--- config.mk ---
export PLATFORM = sky130hd
export DESIGN_NAME = vau_sqrt
export DESIGN_NICKNAME = d
export VERILOG_FILES = /design/src/vau_sqrt.sv
export SDC_FILE = /design/constraint.sdc
export NUM_CORES = 2
export LEC_CHECK = 0
export BUFFER_PORTS_ARGS = -buffer_cell sky130_fd_sc_hd__buf_4
export CAP_MARGIN = 20
export CORE_MARGIN = 2
export CORE_UTILIZATION = 35
export DETAILED_ROUTE_END_ITERATION = 8
export SLEW_MARGIN = 20
export SYNTH_ARGS = -nofsm -noshare
export SYNTH_HDL_FRONTEND = slang
export SYNTH_MEMORY_MAX_BITS = 65536
export SYNTH_SLANG_ARGS = --single-unit
export TNS_END_PERCENT = 30
--- constraint.sdc ---
create_clock -name clk -period 3.7 [get_ports clk]
set_clock_uncertainty 0.05 [all_clocks]
set_input_delay 0.555 -clock clk [delete_from_list [all_inputs] [get_ports clk]]
set_output_delay 0.555 -clock clk [all_outputs]
set_load 0.02 [all_outputs]
--- src/vau_sqrt.sv ---
// Pipelined integer square root, two radicand bits per stage.
module vau_sqrt (
	input  logic        clk,
	input  logic        en,
	input  logic [63:0] rad,
	output logic [31:0] root
);
	logic [35:0] rem_q  [32];
	logic [31:0] root_q [32];
	logic [63:0] rad_q  [32];

	for (genvar k = 0; k < 32; k++) begin : g_stage
		logic [35:0] prem;
		logic [31:0] proot;
		logic [63:0] prad;
		logic [35:0] cur;
		logic [35:0] trial;

		if (k == 0) begin : g_first
			assign prem  = '0;
			assign proot = '0;
			assign prad  = rad;
		end else begin : g_next
			assign prem  = rem_q[k-1];
			assign proot = root_q[k-1];
			assign prad  = rad_q[k-1];
		end

		assign cur   = {prem[33:0], prad[63:62]};
		assign trial = {2'b00, proot, 2'b01};

		always_ff @(posedge clk) begin
			if (en) begin
				rad_q[k] <= {prad[61:0], 2'b00};
				if (cur >= trial) begin
					rem_q[k]  <= cur - trial;
					root_q[k] <= {proot[30:0], 1'b1};
				end else begin
					rem_q[k]  <= cur;
					root_q[k] <= {proot[30:0], 1'b0};
				end
			end
		end
	end

	assign root = root_q[31];
endmodule

# --- After elaboration in Yosys (flattened, before gate mapping) ---
# Memories as Yosys holds them, arrays and structs flattened.
# Cells that the tools add are included.
totals:
  mem_bits_rw: 4160
  mem_count: 3
  word_cells: 389
  ff_bits: 0
  in_bits: 66
  output_inout_bits: 32
classes:
  mux: 258
  n_bitwise: 64
  add_sub_neg: 32
  magnitude_cmp: 32
memory_table:
  columns: ["name", "words", "word_bits", "read_ports", "rd_clocked_by_memory_dff", "write_ports", "line_no", "source"]
  rows:
  - ["rad_q", 32, 62, 31, 0, 32, "10", "logic [63:0] rad_q [32];"]
  - ["rem_q", 32, 36, 31, 0, 32, "8", "logic [35:0] rem_q [32];"]
  - ["root_q", 32, 32, 32, 0, 32, "9", "logic [31:0] root_q [32];"]
op_table:
  columns: ["op", "n"]
  rows:
  - ["36-bit 2-to-1 mux", 32]
  - ["36-bit by 34-bit >= comparator with 1-bit output", 31]
  - ["36-bit by 34-bit subtractor with 36-bit output", 31]
  - ["32-bit 2-to-1 mux", 32]
  - ["1-bit 2-to-1 mux", 194]
  - ["1-bit OR", 64]
  - ["2-bit by 1-bit subtractor with 3-bit output, second input constant", 1]
  - ["2-bit by 1-bit >= comparator with 1-bit output, second input constant", 1]

# --- Depth between registers and ports, before layout ---
# An unclocked memory read counts as a cell.
logic_depth:
  depth_word: 6
  depth_mapped: 15
  mapped_depth_nobuf: 12

# --- Worst setup path after synthesis ---
# OpenSTA, ideal clock, no wires.
synth_timing:
  kind: "input to register"
  start: "in en"
  end: "mem rem_q[30][0] (netlist: rem_q[1][504]), enable pin"
  setup_slack_ns: -0.161
  arrival_time_ns: 3.365
  n_path_buf: 5
  setup_time_ns: 0.446
  stages: 5
  cell_sequence: "clkbuf_1 clkbuf_1 clkbuf_1 clkbuf_1 clkbuf_1"
synth_lines:
  columns: ["item", "line_no", "source"]
  rows:
  - ["start: declaration", "4", "input logic en,"]
  - ["end: declaration", "8", null]

==> flow_metrics.tcl <==
set metrics [dict create \
    status "complete, no violations" \
    final_cell_mix "edfxtp_1, inv_1, nand2_1" \
    worstMarginPinSlew_ns 1.03 \
    max_cap_viol_count 0 \
    vdd_drop_max_v 0.000438 \
    rows 212 \
    pwr_density_cell_mw_per_mm2 623 \
    drtIter0Drc 5130 \
    multi_input_area_mm2 0.0390 \
    worst_setup_path_start_kind "register" \
    finalCritPeriodShare_pct 97.5 \
    io_pins 98 \
    wl_per_cell_um 17.9 \
    path_depth 9 \
    stdcell_count 14400 \
    r2r_start "rem_q[0][383]" \
    synthesis.area_mm2 0.118 \
    grt_pass1_vias 72300 \
    cp-startpoint "rem_q[0][383]" \
    num_vias 71500 \
    period_minus_slack_ns 3.61 \
    max-slew-margin-rel_pct 31.1 \
    cpMaxStageDelayCell "or4_4" \
    coreArea_mm2 0.334 \
    r2r_end "rem_q[0][426]" \
    dieArea_mm2 0.341 \
    firstDrtPassIters 6 \
    hold_ws_ns 0.335 \
    grt_max_degree 178 \
    r2r_slack_ns 0.09 \
    path_buf_inv 0 \
    ys_warn_count 0 \
    routed_via_density 4.98 \
    initial_core_util_pct 35.2 \
    nets 10400 \
    cts_root_buf "clkbuf_16" \
    power_leakage_nw 51.7 \
    yosysSeqAreaShare_pct 64.3 \
    rsz0062_at_grt "true" \
    critPathArrivalTime_ns 4.17 \
    grt_pass1_wl_um 404000 \
    final_antenna_net_count 0 \
    synth-edff-count 2522 \
    cpPeakStageDelay_ns 0.55 \
    fin_area_mm2 0.137 \
    required_ns 4.26 \
    place_congestion 0.903 \
    final_common_cell "edfxtp_1" \
    synth_seq_cells 2523 \
    max_freq_mhz 277 \
    synth-main-ff-cell "edfxtp_1" \
    fp.dieW_um 584 \
    seqCellArea_mm2 0.0758 \
    dp_hpwl_um 186000 \
    hold_class "in2reg" \
    finalWirelength_um 257000 \
    clock_latency_ns 0.89 \
    syn_inst 9150 \
    cts_buffers 288 \
    post-place-cells 13800 \
    clk_path_buf_depth 4 \
    critical_path_class "reg2reg" \
    synth_cell_types 91 \
    worstPathCellList "or4_4 -> or3_4 -> or2_0 -> or3_4 -> a311oi_2 -> or4b_4 -> nand4_1 -> nor3_1 -> xor2_1" \
    crit_fanout 6 \
    cp-endpoint "rem_q[0][426]" \
    place_area_mm2 0.126 \
    syn_nets 9779 \
    area_growth_pct 16.0 \
    cts_tree "done" \
    cpMostUsedCell "or3_4" \
    grtUsageTotal_pct 14.8 \
    path_clk_slew_ns 0.06 \
    cts_sinks 2523 \
    rr_worst_depth 9 \
    htree_levels 5 \
    endpoint_kind "register" \
    drive_above_1_share_pct 10.6 \
    maxSlewViolCount 0 \
    critPathTopFamily "simple AND/OR/NAND/NOR gates" \
    num-fill-cells 30900 \
    drc 0 \
    antenna_found_initial 7 \
    syn_avg_cell_area_um2 12.9 \
    hold_viol 0 \
    finalSetupViolations 0 \
    overflow 0 \
    place.port_buffers 97 \
    die_h_um 584 \
    synthArstFlopShare_pct 0 \
    worstHoldStart "rad[1]" \
]
[worst min path at each step]
stage | endpoint | slack (ns) | depth (start not counted)
6_report | rad_q[0][1] | 0.33 | 2
5_1_grt | rad_q[0][1] | 0.28 | 2
4_1_cts | rad_q[0][0] | 0.24 | 2
3_5_place_dp | rad_q[0][128] | 0.35 | 0
3_3_place_gp | rad_q[0][743] | 0.35 | 0
2_1_floorplan | rad_q[0][100] | 0.35 | 0
[cells in the mapped netlist (32+ instances only)]
master	count	area share (%)
ha_1	563	6.0
nand2b_1	121	0.64
xor2_1	435	3.2
or2_2	59	0.31
or4_1	59	0.38
nor3_1	236	1.0
o21ai_0	582	2.5
a21oi_1	482	2.0
clkbuf_1	172	0.55
nor4_1	118	0.63
o21a_1	88	0.56
nor2b_1	81	0.43
xnor2_1	416	3.1
and3_1	49	0.26
nand3_1	159	0.68
and2_1	59	0.31
edfxtp_1	2522	64
a21o_1	254	1.6
a31oi_1	45	0.24
o31ai_1	39	0.25
a211oi_1	37	0.24
inv_1	729	2.3
nor2_1	455	1.5
nand2_1	687	2.2
mux2_2	52	0.50
or3_1	104	0.55
nand4_1	90	0.48
o21bai_1	57	0.36
nor4b_1	32	0.24
[power breakdown]
group	leakage (nW)	internal [mW]	switching, mW
Sequential	24.3	36.3	2.51
Clock	4.58	16.9	11.5
Combinational	22.8	7.75	10.1
Total	51.7	60.9	24.1
[stage by stage]
stage	total power [mW]	setup WS (ns)	TNS, ns	utilization [%]
6_report	85.1	0.0931	0	40.9
5_1_grt	89.7	-0.0996	-0.272	40.9
4_1_cts	86.0	-0.0104	-0.0104	40.7
3_5_place_dp	57.0	-0.192	-0.773	37.7
3_3_place_gp	56.7	-0.265	-0.830	37.7
2_1_floorplan	51.1	-0.106	-16.57	-
[repair_timing]
action / in CTS / in global routing
pin swaps: 0 / 9
hold endpoints to repair: 67 / 0
endpoints found under the setup margin: 20 / 260
gates resized for setup: 5 / 78
gates cloned: 0 / 1
buffers inserted: 0 / 8
hold buffers: 65 / 0
[flip-flops by register name, summed over array words and instances (netlist names)]
name	flops
rem_q	1003
rad_q	992
root_q	528
[kinds of logic (layout without fill, tap and decap cells)]
logic type / Yosys count / in the layout / share of synthesized area (%)
flip-flops: 2523 / 2523 / 64.3
AND/OR/NAND/NOR: 2408 / 2408 / 10.3
AO/OA/AOI/OAI: 1818 / 1818 / 9.50
buffers and inverters: 923 / 1733 / 2.98
XOR/XNOR: 851 / 851 / 6.33
adder cells (fa/ha/maj): 563 / 563 / 5.98
multiplexers: 64 / 64 / 0.599
other: 0 / 3 / 0
[layout make-up]
cell class,instances,share of cell area (%)
sequential,2523,55.5
multi-input combinational,5704,28.5
clock buffer,342,5.55
tap,4387,4.02
timing repair buffer,486,3.07
inverter,729,2.00
clock inverter,176,1.35
antenna,3,0.00550
[routing by layer]
metal	part of all wire, %	up-vias	wire, µm	global-route usage [%]
met5	0	-	0	0
met4	3.8	0	9880	5.74
met3	3.7	535	9640	1.91
met2	51	1459	132000	27.1
met1	41	34500	106000	17.7
li1	-	35000	-	-
Power figures use the tool's default switching activity.
